File: config.mk
export PLATFORM = sky130hd
export DESIGN_NAME = xmodem_crc_receiver
export DESIGN_NICKNAME = d
export VERILOG_FILES = /design/src/xcrc_pkg.sv /design/src/xmodem_crc_receiver.sv
export SDC_FILE = /design/constraint.sdc
export NUM_CORES = 1
export LEC_CHECK = 0
export BUFFER_PORTS_ARGS = -buffer_cell sky130_fd_sc_hd__buf_2
export CORE_UTILIZATION = 64
export DETAILED_ROUTE_END_ITERATION = 16
export PLACE_DENSITY = 0.86
export SYNTH_ARGS = -nofsm -noshare
export SYNTH_HDL_FRONTEND = slang
export SYNTH_SLANG_ARGS = --single-unit
export TNS_END_PERCENT = 20
File: constraint.sdc
create_clock -name clk_i -period 6.6 [get_ports clk_i]
set_clock_uncertainty 0.1 [all_clocks]
set_input_delay 0.99 -clock clk_i [delete_from_list [all_inputs] [get_ports clk_i]]
set_output_delay 0.99 -clock clk_i [all_outputs]
set_load 0.01 [all_outputs]
File: src/xcrc_pkg.sv
`timescale 1ns / 1ps
// ----------------------------------------------------------------------------
// xcrc_pkg
// Shared types, codes and the CRC-16/XMODEM byte step for the XMODEM-CRC
// receiver and its checker.
// ----------------------------------------------------------------------------
package xcrc_pkg;

  localparam int unsigned PacketBytes = 128;
  localparam logic [7:0]  PollLimitReset = 8'd30;

  // link characters
  localparam logic [7:0] CH_SOH  = 8'h01;
  localparam logic [7:0] CH_EOT  = 8'h04;
  localparam logic [7:0] CH_ACK  = 8'h06;
  localparam logic [7:0] CH_CAN  = 8'h18;
  localparam logic [7:0] CH_ESC  = 8'h1B;
  localparam logic [7:0] CH_POLL = 8'h43;
  localparam logic [7:0] CH_TMO  = 8'hFF;

  localparam logic [15:0] CrcPoly = 16'h1021;
  localparam logic [15:0] CrcMsb  = 16'h8000;

  // input item kinds
  localparam logic [1:0] IN_BYTE    = 2'd0;
  localparam logic [1:0] IN_TIMEOUT = 2'd1;
  localparam logic [1:0] IN_START   = 2'd2;

  // result item kinds
  localparam logic [1:0] OUT_TX      = 2'd0;
  localparam logic [1:0] OUT_DATA    = 2'd1;
  localparam logic [1:0] OUT_VERDICT = 2'd2;
  localparam logic [1:0] OUT_DONE    = 2'd3;

  // done status
  localparam logic [2:0] ST_OK        = 3'd0;
  localparam logic [2:0] ST_START_TMO = 3'd1;
  localparam logic [2:0] ST_HEAD_TMO  = 3'd2;
  localparam logic [2:0] ST_CANCELED  = 3'd3;
  localparam logic [2:0] ST_UNEXPECT  = 3'd4;
  localparam logic [2:0] ST_DATA_TMO  = 3'd5;
  localparam logic [2:0] ST_BAD_PKT   = 3'd6;

  // register index
  localparam logic REG_POLL_LIMIT = 1'b0;

  typedef struct packed {
    logic [1:0]  out_kind;
    logic [7:0]  tx_byte;
    logic [15:0] write_addr;
    logic [7:0]  write_data;
    logic        commit;
    logic [2:0]  status;
    logic [23:0] byte_count;
    logic        last;
  } res_t;

  function automatic res_t mk_res(logic [1:0] k, logic [7:0] tx, logic [15:0] addr,
                                  logic [7:0] data, logic commit, logic [2:0] status,
                                  logic [23:0] count, logic last);
    res_t r;
    r.out_kind   = k;
    r.tx_byte    = tx;
    r.write_addr = addr;
    r.write_data = data;
    r.commit     = commit;
    r.status     = status;
    r.byte_count = count;
    r.last       = last;
    return r;
  endfunction

  // one byte of CRC-16/XMODEM, bit-serial steps unrolled
  function automatic logic [15:0] crc_byte(logic [15:0] crc, logic [7:0] b);
    logic [15:0] c;
    c = crc ^ {b, 8'h00};
    for (int i = 0; i < 8; i++) begin
      if ((c & CrcMsb) != 16'h0000) begin
        c = {c[14:0], 1'b0} ^ CrcPoly;
      end else begin
        c = {c[14:0], 1'b0};
      end
    end
    return c;
  endfunction

endpackage

File: src/xmodem_crc_receiver.sv
`timescale 1ns / 1ps
// ----------------------------------------------------------------------------
// xmodem_crc_receiver
// XMODEM-CRC receive protocol engine with provisional data writes.
// ----------------------------------------------------------------------------
// Usage:
//   Input items arrive on the s_axis channel: tuser carries the kind (byte,
//   wait timeout, start), tdata the received byte and the start address.
//   Results leave on the m_axis channel: tuser carries the result kind
//   (transmit byte, data byte write, packet verdict, transfer done) and
//   tlast marks the last result caused by one input item.
//   The APB port holds start_poll_limit at byte address 0.
// Timing:
//   An accepted item is decoded in the cycle it is taken; its zero to three
//   results go into a 4-entry result queue and, if that was empty, the first
//   shows on m_axis in the next cycle. The queue drains one result per cycle
//   while m_axis_tready is high, so an item that makes one result (every data
//   byte) sustains one item per cycle. s_axis_tready is high while the queue
//   holds at most one result: room for the three results of the worst item.
// Reset:
//   Clears the queue and returns the engine to idle with the poll limit at
//   30. Bytes and timeouts are ignored until a start item arrives.
// Stall:
//   When m_axis_tready is low the queue fills and s_axis_tready drops; no
//   result is lost or repeated.
// ----------------------------------------------------------------------------
module xmodem_crc_receiver (
  input  logic        clk_i,
  input  logic        rst_ni,
  // input items
  input  logic        s_axis_tvalid,
  output logic        s_axis_tready,
  input  logic [23:0] s_axis_tdata,   // [7:0] rx_byte, [23:8] start_addr
  input  logic [1:0]  s_axis_tuser,   // [1:0] kind
  // result items
  output logic        m_axis_tvalid,
  input  logic        m_axis_tready,
  // [7:0] tx_byte, [23:8] write_addr, [31:24] write_data, [32] commit,
  // [35:33] status, [59:36] byte_count, [63:60] zero
  output logic [63:0] m_axis_tdata,
  output logic [1:0]  m_axis_tuser,   // [1:0] out_kind
  output logic        m_axis_tlast,   // last
  // configuration
  input  logic        psel,
  input  logic        penable,
  input  logic        pwrite,
  input  logic [2:0]  paddr,
  input  logic [31:0] pwdata,
  output logic [31:0] prdata,
  output logic        pready
);

  localparam logic [2:0] PH_IDLE = 3'd0;
  localparam logic [2:0] PH_POLL = 3'd1;
  localparam logic [2:0] PH_HEAD = 3'd2;
  localparam logic [2:0] PH_SEQ1 = 3'd3;
  localparam logic [2:0] PH_SEQ2 = 3'd4;
  localparam logic [2:0] PH_DATA = 3'd5;
  localparam logic [2:0] PH_CRCH = 3'd6;
  localparam logic [2:0] PH_CRCL = 3'd7;

  localparam logic [6:0] LastIndex = 7'(xcrc_pkg::PacketBytes - 1);

  // --------------------------------------------------------------------------
  // configuration register
  // --------------------------------------------------------------------------
  logic [7:0] poll_limit_q;
  logic       cfg_wr;

  assign pready = 1'b1;
  assign cfg_wr = psel && penable && pwrite && (paddr[2] == xcrc_pkg::REG_POLL_LIMIT);

  always_ff @(posedge clk_i or negedge rst_ni) begin
    if (!rst_ni) begin
      poll_limit_q <= xcrc_pkg::PollLimitReset;
    end else if (cfg_wr) begin
      poll_limit_q <= pwdata[7:0];
    end
  end

  always_comb begin
    prdata = 32'h0;
    if (paddr[2] == xcrc_pkg::REG_POLL_LIMIT) begin
      prdata = {24'h0, poll_limit_q};
    end
  end

  // --------------------------------------------------------------------------
  // protocol state
  // --------------------------------------------------------------------------
  logic [2:0]  phase_q, phase_d;
  logic [7:0]  poll_left_q, poll_left_d;
  logic [7:0]  exp_seq_q, exp_seq_d;
  logic [7:0]  seq1_q, seq1_d;
  logic [7:0]  seq2_q, seq2_d;
  logic [15:0] crc_q, crc_d;
  logic [7:0]  crc_hi_q, crc_hi_d;
  logic [6:0]  idx_q, idx_d;
  logic [15:0] next_addr_q, next_addr_d;
  logic [23:0] acc_q, acc_d;

  logic              in_fire;
  logic [1:0]        in_kind;
  logic [7:0]        in_byte;
  logic [15:0]       in_addr;
  logic [7:0]        v;
  logic              tmo;
  logic [24:0]       acc_sum;
  logic              pkt_ok;
  xcrc_pkg::res_t    res [3];
  logic [1:0]        res_n;

  assign in_fire = s_axis_tvalid && s_axis_tready;
  assign in_kind = s_axis_tuser;
  assign in_byte = s_axis_tdata[7:0];
  assign in_addr = s_axis_tdata[23:8];
  assign tmo     = (in_kind == xcrc_pkg::IN_TIMEOUT);
  assign v       = tmo ? xcrc_pkg::CH_TMO : in_byte;
  assign acc_sum = {1'b0, acc_q} + 25'(xcrc_pkg::PacketBytes);
  assign pkt_ok  = ({crc_hi_q, v} == crc_q) && (seq1_q == exp_seq_q) &&
                   ((seq1_q ^ seq2_q) == 8'hFF);

  always_comb begin
    phase_d     = phase_q;
    poll_left_d = poll_left_q;
    exp_seq_d   = exp_seq_q;
    seq1_d      = seq1_q;
    seq2_d      = seq2_q;
    crc_d       = crc_q;
    crc_hi_d    = crc_hi_q;
    idx_d       = idx_q;
    next_addr_d = next_addr_q;
    acc_d       = acc_q;
    res_n       = 2'd0;
    for (int i = 0; i < 3; i++) begin
      res[i] = '0;
    end

    if (in_kind == xcrc_pkg::IN_START) begin
      // restart; a packet past its header gets a discard first
      if (phase_q == PH_DATA || phase_q == PH_CRCH || phase_q == PH_CRCL) begin
        res[0] = xcrc_pkg::mk_res(xcrc_pkg::OUT_VERDICT, 8'h0, 16'h0, 8'h0, 1'b0,
                                  xcrc_pkg::ST_OK, 24'h0, 1'b0);
        res[1] = xcrc_pkg::mk_res(xcrc_pkg::OUT_TX, xcrc_pkg::CH_POLL, 16'h0, 8'h0,
                                  1'b0, xcrc_pkg::ST_OK, 24'h0, 1'b1);
        res_n  = 2'd2;
      end else begin
        res[0] = xcrc_pkg::mk_res(xcrc_pkg::OUT_TX, xcrc_pkg::CH_POLL, 16'h0, 8'h0,
                                  1'b0, xcrc_pkg::ST_OK, 24'h0, 1'b1);
        res_n  = 2'd1;
      end
      next_addr_d = in_addr;
      exp_seq_d   = 8'd1;
      acc_d       = 24'h0;
      poll_left_d = (poll_limit_q != 8'h0) ? poll_limit_q - 8'd1 : 8'h0;
      phase_d     = PH_POLL;
    end else if ((in_kind == xcrc_pkg::IN_BYTE || tmo) && phase_q != PH_IDLE) begin
      case (phase_q)
        PH_POLL, PH_HEAD: begin
          if (tmo) begin
            if (phase_q == PH_POLL && poll_left_q != 8'h0) begin
              poll_left_d = poll_left_q - 8'd1;
              res[0] = xcrc_pkg::mk_res(xcrc_pkg::OUT_TX, xcrc_pkg::CH_POLL, 16'h0,
                                        8'h0, 1'b0, xcrc_pkg::ST_OK, 24'h0, 1'b1);
              res_n  = 2'd1;
            end else begin
              res[0] = xcrc_pkg::mk_res(xcrc_pkg::OUT_DONE, 8'h0, 16'h0, 8'h0, 1'b0,
                                        (phase_q == PH_POLL) ? xcrc_pkg::ST_START_TMO
                                                             : xcrc_pkg::ST_HEAD_TMO,
                                        24'h0, 1'b1);
              res_n   = 2'd1;
              phase_d = PH_IDLE;
            end
          end else begin
            // header byte
            if (in_byte == xcrc_pkg::CH_SOH) begin
              phase_d = PH_SEQ1;
              crc_d   = 16'h0;
              idx_d   = 7'h0;
            end else if (in_byte == xcrc_pkg::CH_EOT) begin
              res[0] = xcrc_pkg::mk_res(xcrc_pkg::OUT_TX, xcrc_pkg::CH_ACK, 16'h0, 8'h0,
                                        1'b0, xcrc_pkg::ST_OK, 24'h0, 1'b0);
              res[1] = xcrc_pkg::mk_res(xcrc_pkg::OUT_DONE, 8'h0, 16'h0, 8'h0, 1'b0,
                                        xcrc_pkg::ST_OK, acc_q, 1'b1);
              res_n   = 2'd2;
              phase_d = PH_IDLE;
            end else if (in_byte == xcrc_pkg::CH_CAN || in_byte == xcrc_pkg::CH_ESC) begin
              res[0] = xcrc_pkg::mk_res(xcrc_pkg::OUT_DONE, 8'h0, 16'h0, 8'h0, 1'b0,
                                        xcrc_pkg::ST_CANCELED, 24'h0, 1'b1);
              res_n   = 2'd1;
              phase_d = PH_IDLE;
            end else begin
              res[0] = xcrc_pkg::mk_res(xcrc_pkg::OUT_DONE, 8'h0, 16'h0, 8'h0, 1'b0,
                                        xcrc_pkg::ST_UNEXPECT, 24'h0, 1'b1);
              res_n   = 2'd1;
              phase_d = PH_IDLE;
            end
          end
        end
        PH_SEQ1: begin
          seq1_d  = v;
          phase_d = PH_SEQ2;
        end
        PH_SEQ2: begin
          seq2_d  = v;
          phase_d = PH_DATA;
        end
        PH_DATA: begin
          if (tmo) begin
            res[0] = xcrc_pkg::mk_res(xcrc_pkg::OUT_VERDICT, 8'h0, 16'h0, 8'h0, 1'b0,
                                      xcrc_pkg::ST_OK, 24'h0, 1'b0);
            res[1] = xcrc_pkg::mk_res(xcrc_pkg::OUT_TX, xcrc_pkg::CH_CAN, 16'h0, 8'h0,
                                      1'b0, xcrc_pkg::ST_OK, 24'h0, 1'b0);
            res[2] = xcrc_pkg::mk_res(xcrc_pkg::OUT_DONE, 8'h0, 16'h0, 8'h0, 1'b0,
                                      xcrc_pkg::ST_DATA_TMO, 24'h0, 1'b1);
            res_n   = 2'd3;
            phase_d = PH_IDLE;
          end else begin
            res[0] = xcrc_pkg::mk_res(xcrc_pkg::OUT_DATA, 8'h0,
                                      next_addr_q + {9'h0, idx_q}, in_byte, 1'b0,
                                      xcrc_pkg::ST_OK, 24'h0, 1'b1);
            res_n  = 2'd1;
            crc_d  = xcrc_pkg::crc_byte(crc_q, in_byte);
            if (idx_q >= LastIndex) begin
              idx_d   = 7'h0;
              phase_d = PH_CRCH;
            end else begin
              idx_d = idx_q + 7'd1;
            end
          end
        end
        PH_CRCH: begin
          crc_hi_d = v;
          phase_d  = PH_CRCL;
        end
        PH_CRCL: begin
          if (pkt_ok) begin
            res[0] = xcrc_pkg::mk_res(xcrc_pkg::OUT_VERDICT, 8'h0, 16'h0, 8'h0, 1'b1,
                                      xcrc_pkg::ST_OK, 24'h0, 1'b0);
            res[1] = xcrc_pkg::mk_res(xcrc_pkg::OUT_TX, xcrc_pkg::CH_ACK, 16'h0, 8'h0,
                                      1'b0, xcrc_pkg::ST_OK, 24'h0, 1'b1);
            res_n       = 2'd2;
            acc_d       = acc_sum[24] ? 24'hFFFFFF : acc_sum[23:0];
            next_addr_d = next_addr_q + 16'(xcrc_pkg::PacketBytes);
            exp_seq_d   = exp_seq_q + 8'd1;
            phase_d     = PH_HEAD;
          end else begin
            res[0] = xcrc_pkg::mk_res(xcrc_pkg::OUT_VERDICT, 8'h0, 16'h0, 8'h0, 1'b0,
                                      xcrc_pkg::ST_OK, 24'h0, 1'b0);
            res[1] = xcrc_pkg::mk_res(xcrc_pkg::OUT_TX, xcrc_pkg::CH_CAN, 16'h0, 8'h0,
                                      1'b0, xcrc_pkg::ST_OK, 24'h0, 1'b0);
            res[2] = xcrc_pkg::mk_res(xcrc_pkg::OUT_DONE, 8'h0, 16'h0, 8'h0, 1'b0,
                                      xcrc_pkg::ST_BAD_PKT, 24'h0, 1'b1);
            res_n   = 2'd3;
            phase_d = PH_IDLE;
          end
        end
        default: begin
          phase_d = PH_IDLE;
        end
      endcase
    end
  end

  always_ff @(posedge clk_i or negedge rst_ni) begin
    if (!rst_ni) begin
      phase_q     <= PH_IDLE;
      poll_left_q <= 8'h0;
      exp_seq_q   <= 8'd1;
      seq1_q      <= 8'h0;
      seq2_q      <= 8'h0;
      crc_q       <= 16'h0;
      crc_hi_q    <= 8'h0;
      idx_q       <= 7'h0;
      next_addr_q <= 16'h0;
      acc_q       <= 24'h0;
    end else if (in_fire) begin
      phase_q     <= phase_d;
      poll_left_q <= poll_left_d;
      exp_seq_q   <= exp_seq_d;
      seq1_q      <= seq1_d;
      seq2_q      <= seq2_d;
      crc_q       <= crc_d;
      crc_hi_q    <= crc_hi_d;
      idx_q       <= idx_d;
      next_addr_q <= next_addr_d;
      acc_q       <= acc_d;
    end
  end

  // --------------------------------------------------------------------------
  // result queue: 4 entries, up to three in per item, one out per ready cycle
  // --------------------------------------------------------------------------
  xcrc_pkg::res_t q_mem [4];
  logic [1:0]     wr_ptr_q, rd_ptr_q;
  logic [2:0]     cnt_q;
  logic [1:0]     push_n;
  logic           pop;

  assign push_n        = in_fire ? res_n : 2'd0;
  assign pop           = m_axis_tvalid && m_axis_tready;
  assign s_axis_tready = (cnt_q <= 3'd1);

  always_ff @(posedge clk_i) begin
    for (int i = 0; i < 3; i++) begin
      if (2'(i) < push_n) begin
        q_mem[wr_ptr_q + 2'(i)] <= res[i];
      end
    end
  end

  always_ff @(posedge clk_i or negedge rst_ni) begin
    if (!rst_ni) begin
      wr_ptr_q <= 2'd0;
      rd_ptr_q <= 2'd0;
      cnt_q    <= 3'd0;
    end else begin
      wr_ptr_q <= wr_ptr_q + push_n;
      rd_ptr_q <= rd_ptr_q + {1'b0, pop};
      cnt_q    <= cnt_q + {1'b0, push_n} - {2'b0, pop};
    end
  end

  xcrc_pkg::res_t head;
  assign head          = q_mem[rd_ptr_q];
  assign m_axis_tvalid = (cnt_q != 3'd0);
  assign m_axis_tuser  = head.out_kind;
  assign m_axis_tlast  = head.last;
  assign m_axis_tdata  = {4'h0, head.byte_count, head.status, head.commit,
                          head.write_data, head.write_addr, head.tx_byte};

endmodule

==> metrics, run 1 <==
layout cells sized above 1=0.175; worst vdd ir=0.000278 V; Synth Flop Type=dfxtp_1; yosys warns=0; post-route ant nets=0; leak pwr=7.17 nW; CTS tree=yes; Slew Limit Headroom=0.178; Worst path depth=13; multi-input logic area=8310 sq um; Final Hold Viols=0; Post-Syn Instances=1644; largest net degree at the start of global routing=71; Die Footprint=26500 sq um; reg-to-reg startpoint=crc_q[3]; status=finished, final reports clean; Gates resized, CTS repair=0; final wirelength=46600 um; Final Wtd Congestion=0.962; # fillers=1808; postcts setup bufs=0; CP max stage delay=0.57 ns; first-pass GRT wire length=73100 um; Final Cycle Share=0.697; hold path endpoint=q_mem[3][53]; Period minus WS final=4.60 ns; cts bufs inserted=35; register area=7370 sq um; cells along the critical path=buf_2 > inv_1 > ha_1 > or3_1 > a221o_1 > or4_4 > nor4_2 > nor3_1 > buf_4 > a211oi_4 > buf_4 > buf_4 > o2bb2ai_1; critical path's top delay family=simple AND/OR/NAND/NOR gates; Initial Utilization=0.654; number of nets in the layout=1780; CTS hold repair buffers=0; DR vias/cell=6.99; mapped cell area=16500 sq um; CTS clk-pin slew, worst paths=0.06 ns; Power Density=348 nW/um^2; # setup viols final=0; register bit total from synthesis=327; via count=14280; chip width=163 um; # IOs=170; WL/cell=22.8 um; most common cell after layout, fill and taps aside=dfxtp_1; drt initial violations=1994; TritonRoute pass-1 iters=7; hold path depth=1; R2R depth=10; initial antenna violation count=0; Critical Path Slowest Stage Cell=a211oi_4; Pwr Total=0.00631 W; total grt overflow=0; Slew Viols, Final=0; FF-to-FF setup slack=2.74 ns; sequential share of the synthesized area=0.446; critical path required time=6.94 ns; die height=163 um; Setup CP Type=in -> reg; Hold Path Class=reg -> reg; fraction of registers with async set/reset=0.352; Tot GR Track Use=0.353; placed cells=1981; Synth Area per Inst=10.0 sq um; Longest Clk Path Bufs=3; Final Non-Filler Cells=2042; Post-DP HPWL=30900 um; H-Tree Depth=2; Worst-Skew Late Latency=0.52 ns; HP Start=q_mem[3][53]; crit-path most repeated cell=buf_4; Setup TNS=0 ns; commonest non-fill, non-tap cells in the layout=dfxtp_1, nand2_1, buf_2, dfrtp_1, a21oi_1; Worst Tran Pin Value=1.23 ns; Cell variety after synth=84; # port buffers=112; nature of the critical path startpoint=primary input; Crit. End Element=flop; number of remaining DRC errors=0; CP Data Arrival Time=4.94 ns; clk root buf=clkbuf_16; CTS sink cnt=327; # diodes=0; Cell Rows=58; Max Fclk=217 MHz; WP buf/inv=5; reg2reg end=q_mem[0][44]; Area Growth Syn to Fin=9.88%; maxcap violations=0; worst-path fanout max=18; unrepaired setup endpoints after global routing=false; vias in the first global route=13479; Post-synth EDFFs=24; core footprint=25300 sq um
## report_power, final
part / total, W / leakage, nW / internal [W] / switching [W]
Sequential: 0.00261 / 3.20 / 0.00227 / 0.000335
Combinational: 0.00177 / 3.43 / 0.000707 / 0.00106
Clock: 0.00194 / 0.545 / 0.00115 / 0.000795
Total: 0.00631 / 7.17 / 0.00412 / 0.00219
## how the worst max path moves through the flow
stage,end,slack [ns],startpoint
global placement,q_mem[0][44],1.61,s_axis_tuser[1]
CTS,q_mem[0][44],2.08,s_axis_tuser[1]
finish,q_mem[0][44],2.00,s_axis_tuser[1]
global route,q_mem[0][26],1.85,s_axis_tuser[1]
detailed placement,q_mem[0][43],1.58,s_axis_tuser[1]
floorplan,cnt_q[2],2.21,s_axis_tuser[1]
## routing by layer
metal  track usage  routed length [um]
met1         0.474               18100
met2         0.554               21700
met3        0.0705                4900
met4         0.156                1880
met5             0                   0
## kinds of logic after synthesis
family | Yosys count | synth area share
compound gates | 497 | 0.215
buf+inv | 199 | 0.0599
other cells | 2 | 0.000455
simple gates | 449 | 0.136
flops | 327 | 0.446
xor+xnor | 73 | 0.0387
mux | 71 | 0.0843
fa+ha+maj | 26 | 0.0205
## state kept, by name (all words and copies together), names as in the netlist, 3 cells and up
| register | cells |
|---|---|
| seq1_q | 8 |
| cnt_q | 3 |
| poll_limit_q | 8 |
| crc_hi_q | 8 |
| crc_q | 16 |
| exp_seq_q | 8 |
| phase_q | 3 |
| seq2_q | 8 |
| q_mem | 212 |
| next_addr_q | 16 |
| poll_left_q | 8 |
| idx_q | 7 |
| acc_q | 18 |
## stage by stage
step | utilization | area [sq um] | hold WS, ns | setup WS [ns]
2_1_floorplan | - | 16600 | 0.321 | 2.21
4_1_cts | 0.719 | 18100 | 0.358 | 2.08
5_1_grt | 0.719 | 18100 | 0.373 | 1.85
3_3_place_gp | 0.674 | 17000 | 0.334 | 1.61
3_5_place_dp | 0.674 | 17000 | 0.343 | 1.58
6_report | 0.719 | 18100 | 0.357 | 2.00
## cell type report
| class | count | area share |
|---|---|---|
| Multi-Input combinational cell | 1147 | 0.458 |
| Sequential cell | 327 | 0.406 |
| Clock buffer | 54 | 0.0561 |
| Timing Repair Buffer | 143 | 0.0438 |
| Tap cell | 330 | 0.0227 |
| Inverter | 34 | 0.00703 |
| Clock inverter | 7 | 0.00607 |
## Yosys cell counts (14+ instances only)
cell type  instances  share of area
a31oi_1           16         0.0061
ha_1              22          0.017
o22ai_1           15         0.0057
inv_1             30         0.0068
and3_1            14         0.0053
nand4_1           23         0.0087
nand3_1           74          0.022
mux4_2            53          0.072
a32o_1            70          0.042
nor2b_1           14         0.0053
nor3_1            32         0.0097
clkbuf_1          94          0.021
xor2_1            21          0.011
o211ai_1          19         0.0086
dfrtp_1          110           0.17
buf_4             40          0.018
or3_1             14         0.0053
and2_1            16         0.0061
o31ai_1           18         0.0082
dfxtp_1          188           0.23
a21oi_1          105          0.032
o21ai_0           95          0.029
o2bb2ai_1         24          0.013
a22o_1            28          0.015
nand2_1          120          0.027
edfxtp_1          24          0.044
nor2_1            90          0.020
mux2_2            15          0.010
xnor2_1           52          0.028
Power figures use the tool's default switching activity.
==> inputs of run 2 (changes only) <==
--- a/config.mk
+++ b/config.mk
@@ -5,10 +5,11 @@
 export SDC_FILE = /design/constraint.sdc
 export NUM_CORES = 1
 export LEC_CHECK = 0
+export ABC_AREA = 1
 export BUFFER_PORTS_ARGS = -buffer_cell sky130_fd_sc_hd__buf_2
-export CORE_UTILIZATION = 64
+export CORE_UTILIZATION = 60
 export DETAILED_ROUTE_END_ITERATION = 16
-export PLACE_DENSITY = 0.86
+export PLACE_DENSITY = 0.81
 export SYNTH_ARGS = -nofsm -noshare
 export SYNTH_HDL_FRONTEND = slang
 export SYNTH_SLANG_ARGS = --single-unit
==> constraint.sdc (replaced) <==
create_clock -name clk_i -period 4.8 [get_ports clk_i]
set_clock_uncertainty 0.1 [all_clocks]
set_input_delay 0.72 -clock clk_i [delete_from_list [all_inputs] [get_ports clk_i]]
set_output_delay 0.72 -clock clk_i [all_outputs]
set_load 0.01 [all_outputs]
==> metrics, run 2 <==
status=finished, final reports clean; register bit total from synthesis=327; # fillers=2265; register area=7370 sq um; Slew Viols, Final=0; Placed Area=17400 sq um; H-Tree Depth=2; Crit. End Element=flop; Gates resized, CTS repair=0; WP buf/inv=2; Max Fclk=243 MHz; largest net degree at the start of global routing=77; Setup WS post-layout=0.686 ns; mapped cell area=16800 sq um; placed cells=2638; # IOs=170; reg-to-reg startpoint=phase_q[0]; Commonest cells post-synth=nand2_1, nor2_1, o21ai_0, nand3_1, dfxtp_1; critical path required time=4.90 ns; Flop pwr share=0.358; Critical Path Slowest Stage Cell=ha_1; Net Sw Frac=0.400; Cell variety after synth=51; unrepaired setup endpoints after global routing=false; Setup CP Type=in -> reg; top cells by area, synth=dfxtp_1, dfrtp_1, nand2_1; CTS clk-pin slew, worst paths=0.06 ns; WL/cell=18.0 um; clk root buf=clkbuf_16; cts bufs inserted=37; cells along the critical path=buf_2 > inv_1 > ha_1 > nor2_1 > nand2_1 > nand2_1 > nor2_1 > nand2_1 > nor2_1 > nand3_1 > nand2_1 > nand2_1 > nand2_1 > nand2_4 > nand2_4 > nand2_4 > nand2_2 > nand2_1; Final Non-Filler Cells=2703; Post-Syn Instances=2253; # diodes=0; sequential share of the synthesized area=0.437; vias in the first global route=14749; Post-synth EDFFs=24; CP max stage delay=0.69 ns; multi-input logic area=8010 sq um; Synth Flop Type=dfxtp_1; nature of the critical path startpoint=primary input; via count=16155; Crit. Startpoint=s_axis_tuser[1]; worst-path fanout max=31; R2R depth=16; die height=170 um; Longest Clk Path Bufs=3; # port buffers=112; Cell Rows=60; CP Data Arrival Time=4.21 ns; Final Hold Viols=0; FF-to-FF setup slack=1.25 ns; Setup TNS=0 ns; commonest non-fill, non-tap cells in the layout=nand2_1, nor2_1, o21ai_0, nand3_1, dfxtp_1; Final Cycle Share=0.857; post-route ant nets=0; post-synth top area share=0.223; first-pass GRT wire length=76900 um; layout cells sized above 1=0.111; Post-Place Setup Slack=0.324 ns; final wirelength=48700 um; final non-filler cell area=18600 sq um; most common cell after layout, fill and taps aside=nand2_1; # setup viols final=0; postcts setup bufs=0; CTS tree=yes; Clock Power Share=0.265; Power Density=551 nW/um^2; area leader, netlist=dfxtp_1; Hold Path Class=in -> async; Largest Register=q_mem; total grt overflow=0; Synth Area per Inst=7.48 sq um; Slew Limit Headroom=0.391; yosys warns=0; Worst path depth=18; maxcap violations=0; fin util=0.682; Worst Tran Pin Value=0.910 ns; chip width=170 um; reg2reg end=q_mem[3][0]; critical path's top delay family=simple AND/OR/NAND/NOR gates; Top Registers=q_mem: 212 flops, acc_q: 18 flops; TritonRoute pass-1 iters=6; Post-DP HPWL=32300 um; crit-path most repeated cell=nand2_1; most frequent cell after synthesis=nand2_1; Int Power=0.00615 W; number of remaining DRC errors=0; Gate power share=0.377; max reg flops=212; worst vdd ir=0.000394 V; CTS sink cnt=327; CTS hold repair buffers=0; leak pwr=8.27 nW; Die Footprint=28800 sq um; Period minus WS final=4.11 ns; core footprint=27300 sq um; initial antenna violation count=0; sw power=0.00410 W; Tot GR Track Use=0.337; Initial Utilization=0.618; Worst-Skew Late Latency=0.53 ns; fraction of registers with async set/reset=0.352; DR vias/cell=5.98; number of nets in the layout=2397; drt initial violations=2098; Final Wtd Congestion=0.924; Area Growth Syn to Fin=10.4%; Worst setup endpoint=q_mem[3][0]
==> run 2: how the worst min path moves through the flow <==
stage                             from              end  slack [ns]
final                           rst_ni  poll_limit_q[0]        0.03
after global routing            rst_ni  poll_limit_q[0]        0.07
after CTS                       rst_ni  poll_limit_q[0]        0.05
after detailed placement  q_mem[1][29]     q_mem[1][29]        0.35
after global placement    q_mem[2][30]     q_mem[2][30]        0.34
after floorplan                 rst_ni        acc_q[10]        0.32
==> run 2: kinds of logic after synthesis <==
family | Yosys count | share of synthesized area
AND/OR/NAND/NOR | 972 | 0.253
XOR/XNOR | 52 | 0.0270
flip-flops | 327 | 0.437
AO/OA/AOI/OAI | 528 | 0.170
adder cells (fa/ha/maj) | 24 | 0.0187
other | 2 | 0.000446
buffers and inverters | 348 | 0.0939
==> run 2: area by class of cell <==
class | instances | share of cell area
Clock buffer | 59 | 0.0601
Inverter | 184 | 0.0375
Sequential cell | 327 | 0.396
Timing Repair Buffer | 148 | 0.0482
Multi-Input combinational cell | 1607 | 0.431
Tap cell | 372 | 0.0250
Clock inverter | 6 | 0.00215
==> run 2: power groups by stage <==
| stage | clock network [W] | logic (W) | registers (W) |
|---|---|---|---|
| floorplan | 0 | 0.00270 | 0.00359 |
| global placement | 0 | 0.00368 | 0.00367 |
| detailed placement | 0 | 0.00377 | 0.00370 |
| CTS | 0.00272 | 0.00380 | 0.00366 |
| global route | 0.00286 | 0.00426 | 0.00372 |
| finish | 0.00272 | 0.00386 | 0.00367 |
==> run 2: per-layer routing <==
metal  vias up  wire (um)  track usage
li1       7579          -            -
met1      7518      19500        0.456
met2       906      22000        0.538
met3       152       5080       0.0606
met4         0       2030        0.132
met5         -          0            0
==> run 2: worst reg2reg max path: cells and delay by family, from the launching register on <==
kind | cells | cell delay, ns
DFF | 1 | 0.46
and+or+nand+nor | 10 | 2.02
AOI/OAI and AO/OA | 2 | 0.27
buffers and inverters | 4 | 0.38
==> run 2: metrics by stage <==
step                      power [W]  hold slack [ns]
after floorplan             0.00629            0.324
final                        0.0102           0.0301
after detailed placement    0.00747            0.352
after global placement      0.00735            0.343
after CTS                    0.0102           0.0457
after global routing         0.0108           0.0666
